[src/rtl/brcf_pkg.sv]
// ----------------------------------------------------------------------------
// brcf_pkg: shared types and constants for the byte ring chunk FIFO
// Item structs, action and status codes, ring geometry and the state type.
// ----------------------------------------------------------------------------
`default_nettype none

package brcf_pkg;

  localparam int unsigned DEPTH     = 4096;
  localparam int unsigned ADDR_W    = $clog2(DEPTH);
  localparam int unsigned PTR_W     = ADDR_W + 1;
  localparam int unsigned MAX_CHUNK = 64;
  localparam int unsigned LEN_W     = 7;
  localparam int unsigned FILL_W    = 12;
  localparam int unsigned OUT_DEPTH = 4;
  localparam int unsigned OUT_IDX_W = $clog2(OUT_DEPTH);
  localparam int unsigned OUT_CNT_W = OUT_IDX_W + 1;

  localparam logic [1:0] ACT_PUSH  = 2'd0;
  localparam logic [1:0] ACT_POP   = 2'd1;
  localparam logic [1:0] ACT_PEEK  = 2'd2;
  localparam logic [1:0] ACT_CLEAR = 2'd3;

  localparam logic STATUS_OK      = 1'b0;
  localparam logic STATUS_REFUSED = 1'b1;

  typedef struct packed {
    logic [1:0]       action;
    logic [LEN_W-1:0] chunk_length;
    logic             first_of_chunk;
    logic             last_of_chunk;
    logic [7:0]       push_byte;
  } in_item_t;

  typedef struct packed {
    logic              status;
    logic              has_data;
    logic [7:0]        out_byte;
    logic              last_result;
    logic [FILL_W-1:0] fill_level;
  } out_item_t;

  typedef enum logic {
    ST_IDLE,
    ST_READ
  } brcf_state_t;

endpackage

`default_nettype wire

[src/rtl/brcf_out_fifo.sv]
// ----------------------------------------------------------------------------
// brcf_out_fifo: result queue in front of the output channel
// A small register FIFO that decouples the ring read pipeline from the
// receiver, so reads keep flowing while results wait to be taken.
// ----------------------------------------------------------------------------
`default_nettype none

module brcf_out_fifo (
  input  wire                          clk,
  input  wire                          rst_n,
  input  wire                          push_valid,
  input  brcf_pkg::out_item_t          push_data,
  output logic [brcf_pkg::OUT_CNT_W-1:0] count,
  output logic                         out_valid,
  input  wire                          out_ready,
  output brcf_pkg::out_item_t          out_data
);
  import brcf_pkg::*;

  out_item_t              entry_r [OUT_DEPTH];
  logic [OUT_IDX_W-1:0]   wr_idx_r;
  logic [OUT_IDX_W-1:0]   rd_idx_r;
  logic [OUT_CNT_W-1:0]   cnt_r;
  logic                   pop;

  assign out_valid = (cnt_r != '0);
  assign out_data  = entry_r[rd_idx_r];
  assign count     = cnt_r;
  assign pop       = out_valid && out_ready;

  always_ff @(posedge clk) begin
    if (!rst_n) begin
      wr_idx_r <= '0;
      rd_idx_r <= '0;
      cnt_r    <= '0;
    end else begin
      if (push_valid) begin
        wr_idx_r <= wr_idx_r + OUT_IDX_W'(1);
      end
      if (pop) begin
        rd_idx_r <= rd_idx_r + OUT_IDX_W'(1);
      end
      if (push_valid && !pop) begin
        cnt_r <= cnt_r + OUT_CNT_W'(1);
      end else if (pop && !push_valid) begin
        cnt_r <= cnt_r - OUT_CNT_W'(1);
      end
    end
  end

  always_ff @(posedge clk) begin
    if (push_valid) begin
      entry_r[wr_idx_r] <= push_data;
    end
  end

endmodule

`default_nettype wire

[config.mk]
export PLATFORM = sky130hd
export DESIGN_NAME = brcf_out_fifo
export DESIGN_NICKNAME = d
export VERILOG_FILES = /design/src/rtl/brcf_pkg.sv /design/src/rtl/brcf_out_fifo.sv
export SDC_FILE = /design/constraint.sdc
export NUM_CORES = 1
export LEC_CHECK = 0
export ABC_AREA = 1
export BUFFER_PORTS_ARGS = -buffer_cell sky130_fd_sc_hd__buf_4
export CAP_MARGIN = 20
export CORE_MARGIN = 2
export CORE_UTILIZATION = 30
export CTS_BUF_LIST = sky130_fd_sc_hd__clkbuf_2 sky130_fd_sc_hd__clkbuf_4 sky130_fd_sc_hd__clkbuf_8
export CTS_CLUSTER_SIZE = 40
export DETAILED_ROUTE_END_ITERATION = 16
export GPL_ROUTABILITY_DRIVEN = 0
export PLACE_DENSITY_LB_ADDON = 0.05
export SYNTH_ARGS = -nofsm -noshare
export SYNTH_HDL_FRONTEND = slang
export SYNTH_SLANG_ARGS = --single-unit
[constraint.sdc]
create_clock -name clk -period 3.7 [get_ports clk]
set_input_delay 0.185 -clock clk [delete_from_list [all_inputs] [get_ports clk]]
set_output_delay 0.185 -clock clk [all_outputs]
set_load 0.1 [all_outputs]
==> results of run 1 <==
-- synth_stat cells --
| cell type | count | area, um2 |
|---|---|---|
| sky130_fd_sc_hd__edfxtp_1 | 92 | 2760 |
| sky130_fd_sc_hd__o21ai_0 | 32 | 160 |
| sky130_fd_sc_hd__nor2_1 | 29 | 109 |
| sky130_fd_sc_hd__nor2_2 | 17 | 106 |
| sky130_fd_sc_hd__o21ai_2 | 17 | 149 |
| sky130_fd_sc_hd__o22ai_2 | 16 | 200 |
| sky130_fd_sc_hd__nand2_1 | 14 | 52.6 |
| sky130_fd_sc_hd__inv_1 | 13 | 48.8 |
| sky130_fd_sc_hd__dfxtp_1 | 9 | 180 |
| sky130_fd_sc_hd__o22ai_1 | 7 | 43.8 |
| sky130_fd_sc_hd__nor2_4 | 6 | 67.6 |
| sky130_fd_sc_hd__a21oi_1 | 5 | 25.0 |
| sky130_fd_sc_hd__ha_1 | 5 | 62.6 |
| sky130_fd_sc_hd__buf_12 | 4 | 80.1 |
| sky130_fd_sc_hd__clkbuf_4 | 3 | 22.5 |
| sky130_fd_sc_hd__nand3_1 | 3 | 15.0 |
| sky130_fd_sc_hd__buf_2 | 2 | 10.0 |
| sky130_fd_sc_hd__inv_2 | 2 | 7.51 |
| sky130_fd_sc_hd__buf_4 | 1 | 7.51 |
| sky130_fd_sc_hd__buf_6 | 1 | 11.3 |
| sky130_fd_sc_hd__buf_8 | 1 | 15.0 |
| sky130_fd_sc_hd__dlymetal6s2s_1 | 1 | 12.5 |
| sky130_fd_sc_hd__fa_1 | 1 | 20.0 |
| sky130_fd_sc_hd__inv_12 | 1 | 16.3 |
| sky130_fd_sc_hd__nand2_2 | 1 | 6.26 |
| sky130_fd_sc_hd__xor2_1 | 1 | 8.76 |
-- per-layer routing --
layer	up-vias	track usage [%]	wire length (um)
met1	1186	15.2	3940
met4	0	3.45	98
li1	1182	-	-
met2	37	21.6	4480
met5	-	0	0
met3	6	4.14	305
-- power breakdown --
| part | switching (mW) | internal (mW) |
|---|---|---|
| registers | 0.0856 | 1.32 |
| logic | 1.36 | 0.382 |
| clock network | 0.379 | 0.240 |
| total | 1.83 | 1.94 |
-- registers in the layout, indices dropped and copies added, names as in the netlist, named ones only --
register / count
count: 3
entry_r: 92
rd_idx_r: 2
wr_idx_r: 2
-- worst paths after layout --
kind                   endpoint  slack (ns)  depth (start not counted)
hold / removal    entry_r[2][4]        0.03                          1
hold reg to reg            flop        0.51                          2
setup / recovery   out_data[14]        1.25                          4
setup reg to reg       count[1]        1.89                          8
-- logic make-up (layout without fill, tap and decap cells) --
| kind of cell | count (synthesis) | in the layout | synth area share, % |
|---|---|---|---|
| AOI/OAI and AO/OA | 77 | 77 | 13.8 |
| buffers and inverters | 29 | 111 | 5.51 |
| DFF | 101 | 101 | 70.1 |
| adders and majority gates | 6 | 6 | 1.97 |
| and+or+nand+nor | 70 | 70 | 8.49 |
| xor gates and xnor gates | 1 | 1 | 0.209 |
-- final cells by class --
cell class | instances | area (um2)
Sequential cell | 101 | 2940
Inverter | 16 | 72.6
Fill cell | 1371 | 8670
Clock inverter | 7 | 42.5
Tap cell | 180 | 225
Clock buffer | 9 | 124
Multi-Input combinational cell | 154 | 1030
Timing Repair Buffer | 79 | 673
-- worst max-delay path, cell delays in order, from the launching register on --
cell and delay (ns):
sky130_fd_sc_hd__dfxtp_2 0.97, sky130_fd_sc_hd__inv_12 0.28, sky130_fd_sc_hd__o21ai_0 0.30, sky130_fd_sc_hd__o22ai_2 0.09
sky130_fd_sc_hd__buf_4 0.24
-- metrics by stage --
stage | area (um2) | hold WS [ns] | util, % | instances | power (mW)
floorplan | 4200 | 0.284 | - | 284 | 2.89
global route | 5110 | 0.00254 | 37.1 | 546 | 3.95
global placement | 4690 | 0.391 | 34.0 | 507 | 3.17
detailed placement | 4690 | 0.393 | 34.0 | 507 | 3.18
CTS | 5040 | 0.000217 | 36.6 | 542 | 3.82
finish | 5110 | 0.0302 | 37.1 | 546 | 3.76
==> impl_results.rst, run 1 <==
.. list-table::
   :header-rows: 1

   * - Metric
     - Value
   * - Status
     - complete, no violations
   * - Setup slack of the critical path after layout
     - ~1.3 ns
   * - Netlist cell types
     - 26
   * - Die Width
     - ~120 um
   * - Final setup fails
     - 0
   * - Launch point of the worst reg-to-reg path
     - count[0]
   * - Area of the placeable core
     - 0.0138 mm2
   * - Mean instance size in the synthesized netlist
     - 14.8 um2
   * - Classification of the worst-slack hold path
     - primary input to flop
   * - Area of the mapped netlist
     - 0.00420 mm2
   * - Post-CTS Resized
     - 0
   * - HP Start
     - push_data[4]
   * - Remaining max-slew budget at the tightest pin
     - between 30% and 40%
   * - CP required
     - 3.51 ns
   * - Number of detailed-route iterations in the first pass
     - 4
   * - Final critical delay including setup and external delays
     - around 2.4 ns
   * - Buffers on Ports
     - 53
   * - RSZ-0062 raised after global routing
     - false
   * - Total number of yosys warnings
     - 0
   * - Antenna violation net count after detailed routing
     - 0
   * - Effective utilization at floorplan
     - 30.5%
   * - Layout cell share with drive strength beyond 1
     - 36.6%
   * - Pwr Density
     - 737 mW/mm2
   * - Leading cell types in the layout, fill and taps excluded
     - 92 x sky130_fd_sc_hd__edfxtp_1, 56 x sky130_fd_sc_hd__buf_4, 32 x sky130_fd_sc_hd__o21ai_0
   * - Count of nets after finishing
     - 394
   * - Worst EP arrival
     - 2.26 ns
   * - Post-cts hold buffer count
     - 19
   * - Max frequency
     - 408 MHz
   * - Largest driver fanout on the critical path
     - 47
   * - Number of antenna violations at the first check in global routing
     - 0
   * - Max Root-Sink Buffers
     - 2
   * - TritonCTS buffer count
     - 9
   * - Seq cells post-synth
     - approximately 100
   * - GRT Util Overall
     - 12.6%
   * - Number of antenna repair diodes
     - 0
   * - Area growth, synth to finish
     - 21.6%
   * - Final Slew Violations
     - 0
   * - Slew at the pin closest to its max-slew limit
     - approximately 0.95 ns
   * - # Max-Cap Violations
     - 0
   * - Post-detailed-route wirelength per cell
     - 16.2 um
   * - Die outline height
     - ~120 um
   * - Sequential fraction of the synthesis area
     - 70.1%
   * - Number of remaining DRC errors
     - 0
   * - Number of violations reported at the end of detailed-routing iteration 0
     - 95
   * - WL final
     - 8.82 mm
   * - Residual overflow from global routing
     - 0
   * - Worst IR drop on VDD
     - 334 uV
   * - Vias in the first global route
     - 2453
   * - Post-CTS Repair Setup Buffers
     - 0
   * - Number of failing hold endpoints at the final stage
     - 0
   * - Worst Skew
     - ~0.013 ns
   * - Nature of the critical path endpoint
     - output port
   * - Via count normalized by instance count
     - around 4.4
   * - Clock Pin Slew Worst Setup and Hold Paths
     - 0.10 ns
   * - Level count of the clock H-tree
     - 3
   * - Gate count after technology mapping
     - 284
   * - Final Cycle Share
     - 66.2%
   * - Skew-Pair Late Insertion Delay
     - 0.37 ns
   * - Vias
     - 2411
   * - Clock tree from TritonCTS
     - yes
   * - Row count
     - 43
   * - Most common cell after layout, fill and taps aside
     - sky130_fd_sc_hd__edfxtp_1
   * - Wire length of the first global-routing pass
     - 13.6 mm
   * - Number of clock sinks
     - 101
   * - Place WS
     - between 1.5 and 2 ns
   * - Post-Syn Nets
     - 317
   * - Critical setup path kind
     - flop to output port
   * - I/O pin cnt
     - between 50 and 60
   * - Pin count of the biggest net entering global routing
     - 48
   * - DP Wirelength
     - 4.98 mm
   * - Critical path launch point type
     - flop
   * - Clock root buffer
     - sky130_fd_sc_hd__clkbuf_8
   * - Die Outline Area
     - 0.0150 mm2
   * - Setup_tns
     - 0 ns
   * - Static Leakage
     - 1.82 nW
(Power assumes the default switching activity.)
==> run 2, diff against run 1 <==
- clock period: 3.7 -> 2.03 ns (I/O delays scaled with it)
==> run 2 against run 1 <==
Compared with the run above:
- sequential cell count did not move
- largest power group unchanged
- clock power rose by 130%
- clock skew fell by 0.0016 ns
- via count barely moved
- critical path depth did not move
- sequential share of layout area fell by 2.1 points
- power rose by 95%
==> impl_results.rst, run 2 (same netlist as run 1, synthesis figures left out) <==
.. list-table::
   :header-rows: 1

   * - Metric
     - Value
   * - Vias
     - 2410 (-0.041%)
   * - Number of cells on the worst hold path
     - 3 (+2)
   * - Launch point of the worst reg-to-reg path
     - count[1]
   * - Via count normalized by instance count
     - 4.34 (-1.7%)
   * - Status
     - complete, no violations
   * - Final Slew Violations
     - 0 (unchanged)
   * - Static Leakage
     - 1.92 nW (+5.7%)
   * - Pin count of the biggest net entering global routing
     - 47 (-2.1%)
   * - Sw Ratio
     - 45.4% (-3.1 points)
   * - Largest register by flop count
     - entry_r
   * - Clock Pin Slew Worst Setup and Hold Paths
     - 0.09 ns (about the same)
   * - Final critical delay including setup and external delays
     - ~1.8 ns
   * - Number of antenna repair diodes
     - 0 (unchanged)
   * - Die Width
     - 122 um (unchanged)
   * - Effective utilization at floorplan
     - 30.5% (unchanged)
   * - Area growth, synth to finish
     - 26.8%
   * - Area of the placeable core
     - 0.0138 mm2 (unchanged)
   * - Number of clock sinks
     - 101 (unchanged)
   * - Row count
     - 43 (unchanged)
   * - Antenna violation net count after detailed routing
     - 0 (unchanged)
   * - # Max-Cap Violations
     - 0 (unchanged)
   * - Max Root-Sink Buffers
     - 2 (unchanged)
   * - End of the worst register-to-register path
     - count[2]
   * - CP required
     - 1.93 ns (-1.58 ns)
   * - Worst EP arrival
     - 1.73 ns (-0.53 ns)
   * - Worst Skew
     - 0.0110 ns (-0.00155 ns)
   * - TritonCTS buffer count
     - 9 (unchanged)
   * - Combined buffer and inverter count along the critical path
     - 2 (unchanged)
   * - Critical setup path kind
     - flop to output port
   * - CP max stage delay
     - 0.36 ns (-0.61 ns)
   * - Reg2reg path depth
     - 12 (+4)
   * - Share of power burned in registers
     - 34.3% (-3.0 points)
   * - Buffers on Ports
     - 53 (unchanged)
   * - Nature of the critical path endpoint
     - output port
   * - Largest driver fanout on the critical path
     - 23 (-51%)
   * - Critical Path, Cell by Cell
     - buf_4 -> o21ai_0 -> o22ai_2 -> buf_4
   * - Number of antenna violations at the first check in global routing
     - 0 (unchanged)
   * - Flip-flop count of the largest register, all copies and words added
     - 92 (unchanged)
   * - Largest delay contributor family on the critical path
     - buffers and inverters
   * - DP Wirelength
     - 5.30 mm (+6.4%)
   * - Level count of the clock H-tree
     - 3 (unchanged)
   * - RSZ-0062 raised after global routing
     - false
   * - Relative contribution of the clock network to total power
     - 19.8% (+3.4 points)
   * - Number of failing hold endpoints at the final stage
     - 0 (unchanged)
   * - Classification of the worst-slack hold path
     - primary input to flop
   * - Final Cycle Share
     - 90.2%
   * - Clock tree from TritonCTS
     - yes
   * - Slew at the pin closest to its max-slew limit
     - 0.340 ns (-0.613 ns)
   * - Number of detailed-route iterations in the first pass
     - 4 (unchanged)
   * - I/O pin cnt
     - 54 (unchanged)
   * - Final-layout worst hold slack
     - 0.0356 ns (+0.00542 ns)
   * - Worst IR drop on VDD
     - 745 uV (+120%)
   * - Psw
     - 3.33 mW (+83%)
   * - Worst path slowest cell
     - sky130_fd_sc_hd__dfxtp_1
   * - Clock root buffer
     - sky130_fd_sc_hd__clkbuf_8
   * - Worst setup endpoint
     - out_data[18]
   * - Internal cell power
     - 4.01 mW (+110%)
   * - Residual overflow from global routing
     - 0 (unchanged)
   * - Post-detailed-route wirelength per cell
     - 15.5 um (-3.9%)
   * - Wire length of the first global-routing pass
     - 13.4 mm (-1.2%)
   * - Count of nets after finishing
     - 404 (+2.5%)
   * - Leading cell types in the layout, fill and taps excluded
     - 92 x sky130_fd_sc_hd__edfxtp_1, 62 x sky130_fd_sc_hd__buf_4, 32 x sky130_fd_sc_hd__o21ai_0
   * - Die outline height
     - 122 um (unchanged)
   * - Pwr Density
     - 1380 mW/mm2 (+87%)
   * - Die Outline Area
     - 0.0150 mm2 (unchanged)
   * - Remaining max-slew budget at the tightest pin
     - 77.3% (+41 points)
   * - Most common cell after layout, fill and taps aside
     - sky130_fd_sc_hd__edfxtp_1
   * - Number of violations reported at the end of detailed-routing iteration 0
     - 106 (+12%)
   * - Layout cell share with drive strength beyond 1
     - 40.3% (+3.7 points)
   * - Critical path launch point type
     - flop
   * - Vias in the first global route
     - 2470 (+0.69%)
   * - GRT Util Overall
     - 12.4% (-0.16 points)
   * - WP depth
     - 4 (unchanged)
   * - Layout fillers
     - 1343 (-2.0%)
   * - WL final
     - 8.62 mm (-2.3%)
   * - Max frequency
     - 546 MHz
   * - Worst-case register-to-register setup slack
     - 0.33 ns (-1.56 ns)
   * - CP dominant cell by count
     - sky130_fd_sc_hd__buf_4
   * - Setup_tns
     - 0 ns (unchanged)
   * - Skew-Pair Late Insertion Delay
     - 0.36 ns (about the same)
   * - Combinational fraction of design power
     - 45.9% (-0.4 points)
   * - Number of remaining DRC errors
     - 0 (unchanged)
   * - Final setup fails
     - 0 (unchanged)
-- run 2: cell count changes in the layout (fill, tap and decap cells not counted), moves of 4 or more --
cell and change:
sky130_fd_sc_hd__o22ai_2 +7, sky130_fd_sc_hd__buf_4 +6, sky130_fd_sc_hd__dfxtp_4 +4, sky130_fd_sc_hd__o22ai_1 -7
-- run 2: worst register-to-register path, cell delays in order, from the launching register on --
cell	delay, ns
sky130_fd_sc_hd__dfxtp_4	0.37
sky130_fd_sc_hd__nor2_2	0.15
sky130_fd_sc_hd__nand2_4	0.08
sky130_fd_sc_hd__nand2_2	0.09
sky130_fd_sc_hd__ha_1	0.16
sky130_fd_sc_hd__inv_1	0.07
sky130_fd_sc_hd__fa_1	0.38
sky130_fd_sc_hd__inv_1	0.06
sky130_fd_sc_hd__nand2_1	0.04
sky130_fd_sc_hd__nand3_1	0.08
sky130_fd_sc_hd__nand2_1	0.05
sky130_fd_sc_hd__nand2_1	0.05
sky130_fd_sc_hd__nor2_1	0.03
-- run 2: final cells by class --
type	instances	area, um2	area share (%)
clock buffer	9	124	2.33
clock inverter	6	103	1.93
tap	180	225	4.23
sequential	101	2960	55.5
timing repair buffer	89	766	14.4
inverter	16	72.6	1.36
multi-input combinational	154	1080	20.3
-- run 2: worst min-delay path by stage --
| stage | from | end | slack [ns] |
|---|---|---|---|
| CTS | push_valid | wr_idx_r[0] | 0.002 |
| floorplan | push_data[0] | entry_r[0][0] | 0.20 |
| finish | push_valid | wr_idx_r[0] | 0.04 |
| global placement | push_data[17] | entry_r[1][17] | 0.31 |
| global route | push_valid | wr_idx_r[0] | 0.02 |
| detailed placement | push_data[16] | entry_r[3][16] | 0.31 |
-- run 2: what timing repair did --
| action | 4_1_cts | 5_1_grt |
|---|---|---|
| gates resized for setup | 0 | 1 |
| hold buffers | 24 | 0 |
| setup endpoints to repair | 0 | 9 |
| hold endpoints to repair | 96 | 0 |
| buffers inserted | 0 | 0 |
-- run 2: layer usage --
metal	vias up	global-route usage [%]	share of wire, %
met5	-	0	0
met4	0	3.45	1.3
met2	47	20.8	49
met1	1156	15.2	45
li1	1200	-	-
met3	7	4.37	4.4
-- run 2: power groups by stage --
stage                     registers [mW]  logic [mW]  clock network, mW
after global placement              2.57        3.37                  0
after detailed placement            2.57        3.37                  0
after global routing                2.54        3.56               1.57
final                               2.52        3.37               1.45
after CTS                           2.52        3.42               1.52
after floorplan                     2.73        2.63                  0
-- run 2: through the flow --
step                total power, mW  utilization [%]  worst slack [ns]  std cells  instance area (um2)
detailed placement             5.94             35.3             0.326        516                 4860
global route                   7.67             38.7            0.0590        555                 5330
finish                         7.34             38.7             0.199        555                 5330
CTS                            7.45             38.7            0.0584        555                 5330
global placement               5.94             35.3             0.356        516                 4860
floorplan                      5.36                -            0.0131        284                 4270
==> run 3, diff against run 2 <==
- clock period: 2.03 -> 2 ns (I/O delays scaled with it)
==> run 3 against run 2 <==
Compared with the run above:
- critical path depth stayed put
- hold slack better by 0.0015 ns
- combinational power is 1% higher
- critical path type unchanged
==> impl_results.rst, run 3 (same netlist as run 1, synthesis figures left out) <==
.. list-table::
   :header-rows: 1

   * - Metric
     - Value
   * - Status
     - complete, no violations
   * - Layout cell share with drive strength beyond 1
     - 41.3% (+1.0 points)
   * - Area of the multi-input gates
     - 0.00108 mm2 (unchanged)
   * - Buffers on Ports
     - 53 (unchanged)
   * - Vias in the first global route
     - 2443 (-1.1%)
   * - CP dominant cell by count
     - sky130_fd_sc_hd__buf_4
   * - Die Outline Area
     - 0.0150 mm2 (unchanged)
   * - Max Root-Sink Buffers
     - 2 (unchanged)
   * - Combinational fraction of design power
     - 47.6% (+1.7 points)
   * - Via count normalized by instance count
     - 4.34 (about the same)
   * - Antenna violation net count after detailed routing
     - 0 (unchanged)
   * - # Max-Cap Violations
     - 0 (unchanged)
   * - Total non-filler cell area in the finished layout
     - 0.00529 mm2 (-0.70%)
   * - Flip-flop count of the largest register, all copies and words added
     - 92 (unchanged)
   * - Share of power burned in registers
     - 35.7% (+1.4 points)
   * - Static Leakage
     - 1.91 nW (-0.60%)
   * - Clock tree from TritonCTS
     - yes
   * - Remaining max-slew budget at the tightest pin
     - 77.7% (+0.37 points)
   * - Number of antenna violations at the first check in global routing
     - 0 (unchanged)
   * - Effective utilization at floorplan
     - 30.5% (unchanged)
   * - DP Wirelength
     - 5.37 mm (+1.4%)
   * - Leading cell types in the layout, fill and taps excluded
     - 92 x sky130_fd_sc_hd__edfxtp_1, 63 x sky130_fd_sc_hd__buf_4, 32 x sky130_fd_sc_hd__o21ai_0
   * - Area of the placeable core
     - 0.0138 mm2 (unchanged)
   * - Largest driver fanout on the critical path
     - 18 (-22%)
   * - Clock Pin Slew Worst Setup and Hold Paths
     - 0.08 ns (about the same)
   * - Number of violations reported at the end of detailed-routing iteration 0
     - 102 (-3.8%)
   * - CP max stage delay
     - 0.47 ns (+0.11 ns)
   * - Final Cycle Share
     - 90.9%
   * - Level count of the clock H-tree
     - 3 (unchanged)
   * - Final Slew Violations
     - 0 (unchanged)
   * - Critical path launch point type
     - flop
   * - Number of remaining DRC errors
     - 0 (unchanged)
   * - Largest register by flop count
     - entry_r
   * - GRT Util Overall
     - 12.8% (+0.33 points)
   * - Die outline height
     - 122 um (unchanged)
   * - Psw
     - 3.41 mW (+2.4%)
   * - TritonCTS buffer count
     - 9 (unchanged)
   * - Sw Ratio
     - 47.5% (+2.1 points)
   * - Critical Path, Cell by Cell
     - buf_4 -> o21ai_0 -> o22ai_2 -> buf_4
   * - Number of detailed-route iterations in the first pass
     - 4 (unchanged)
   * - Final critical delay including setup and external delays
     - 1.82 ns
   * - Classification of the worst-slack hold path
     - primary input to flop
   * - Post-detailed-route wirelength per cell
     - 15.8 um (+1.4%)
   * - DP Area
     - 0.00485 mm2 (-0.10%)
   * - RSZ-0062 raised after global routing
     - false
   * - Final-layout worst hold slack
     - 0.0370 ns (+0.00146 ns)
   * - Layout fillers
     - 1347 (+0.30%)
   * - Internal cell power
     - 3.77 mW (-5.9%)
   * - Vias
     - 2422 (+0.50%)
   * - Clock root buffer
     - sky130_fd_sc_hd__clkbuf_8
   * - Most common cell after layout, fill and taps aside
     - sky130_fd_sc_hd__edfxtp_1
   * - WL final
     - 8.79 mm (+2.0%)
   * - Relative contribution of the clock network to total power
     - 16.8% (-3.0 points)
   * - I/O pin cnt
     - 54 (unchanged)
   * - Die Width
     - 122 um (unchanged)
   * - Final setup fails
     - 0 (unchanged)
   * - Worst path slowest cell
     - sky130_fd_sc_hd__dfxtp_4
   * - Number of antenna repair diodes
     - 0 (unchanged)
   * - Skew-Pair Late Insertion Delay
     - 0.38 ns (+0.02 ns)
   * - Pwr Density
     - 1360 mW/mm2 (-1.4%)
   * - Wire length of the first global-routing pass
     - 13.8 mm (+3.0%)
   * - Worst EP arrival
     - 1.72 ns (about the same)
   * - Max frequency
     - 550 MHz
   * - Area of all sequential standard cells
     - 0.00296 mm2 (about the same)
   * - Row count
     - 43 (unchanged)
   * - Area growth, synth to finish
     - 25.9%
   * - Worst Skew
     - 0.0117 ns (+0.000759 ns)
   * - Number of clock sinks
     - 101 (unchanged)
   * - Post-layout total power
     - 7.19 mW (-2.1%)
   * - Nature of the critical path endpoint
     - output port
   * - Number of failing hold endpoints at the final stage
     - 0 (unchanged)
   * - Critical setup path kind
     - flop to output port
   * - Slew at the pin closest to its max-slew limit
     - 0.335 ns (-0.00555 ns)
   * - Pin count of the biggest net entering global routing
     - 47 (unchanged)
   * - CP required
     - 1.90 ns (-0.03 ns)
   * - Residual overflow from global routing
     - 0 (unchanged)
   * - Count of nets after finishing
     - 406 (+0.50%)
   * - Worst IR drop on VDD
     - 589 uV (-21%)
run 3: cell count changes in the layout (fill, tap and decap cells not counted):
cell                            change
sky130_fd_sc_hd__dfxtp_1            -1
sky130_fd_sc_hd__clkbuf_8           +1
sky130_fd_sc_hd__clkinv_2           +1
sky130_fd_sc_hd__buf_4              +1
sky130_fd_sc_hd__dlygate4sd3_1      +1
sky130_fd_sc_hd__clkinv_1           -2
sky130_fd_sc_hd__buf_6              +1
sky130_fd_sc_hd__clkinvlp_4         +1
sky130_fd_sc_hd__buf_12             -1
sky130_fd_sc_hd__dfxtp_2            +1
sky130_fd_sc_hd__bufinv_16          -3
sky130_fd_sc_hd__clkbuf_4           +2
sky130_fd_sc_hd__clkinv_4           +1
run 3: path summary, 6_finish.rpt:
kind                                  start           end  slack [ns]  depth (start not counted)
worst min-delay path              out_ready          flop        0.04                          3
worst max register to register     count[1]      count[2]        0.28                         12
worst max-delay path                   flop  out_data[12]        0.18                          4
worst min register to register  rd_idx_r[1]          flop        0.49                          2
run 3: timing repair:
action / CTS / global route
buffers inserted: 0 / 0
setup endpoints to repair: 0 / 18
hold buffers: 25 / 0
endpoints found under the hold margin: 96 / 0
gates resized for setup: 0 / 3
run 3: worst max-delay path, delay by kind of cell, from the launching register on:
kind / cells / cell delay (ns)
buf+inv: 2 / 0.57
flops: 1 / 0.47
compound gates: 2 / 0.30
run 3: routing by layer:
metal	routed length (um)	part of all wire [%]	GRT usage, %	up-vias
li1	-	-	-	1205
met1	4250	48	16.7	1164
met2	4070	46	20.1	45
met3	372	4.2	4.28	8
met4	106	1.2	3.88	0
met5	0	0	0	-
run 3: layout make-up:
cell class | instances | area share, %
multi-input combinational | 154 | 20.4
timing repair buffer | 91 | 14.6
inverter | 16 | 1.37
sequential | 101 | 55.9
tap | 180 | 4.26
clock inverter | 4 | 0.497
clock buffer | 12 | 2.89
run 3: power by group through the flow:
stage | sequential [mW] | clock, mW | combinational [mW]
global placement | 2.61 | 0 | 3.42
detailed placement | 2.61 | 0 | 3.42
floorplan | 2.77 | 0 | 2.67
CTS | 2.56 | 1.27 | 3.46
global route | 2.58 | 1.34 | 3.60
finish | 2.56 | 1.20 | 3.42
run 3: through the flow:
stage          utilization, %  TNS [ns]  setup slack [ns]  std cells
5_1_grt                  38.4         0            0.0486        558
3_3_place_gp             35.2         0             0.319        517
2_1_floorplan               -   -0.0169           -0.0169        284
6_report                 38.4         0             0.182        558
3_5_place_dp             35.2         0             0.305        517
4_1_cts                  38.4         0           0.00479        558
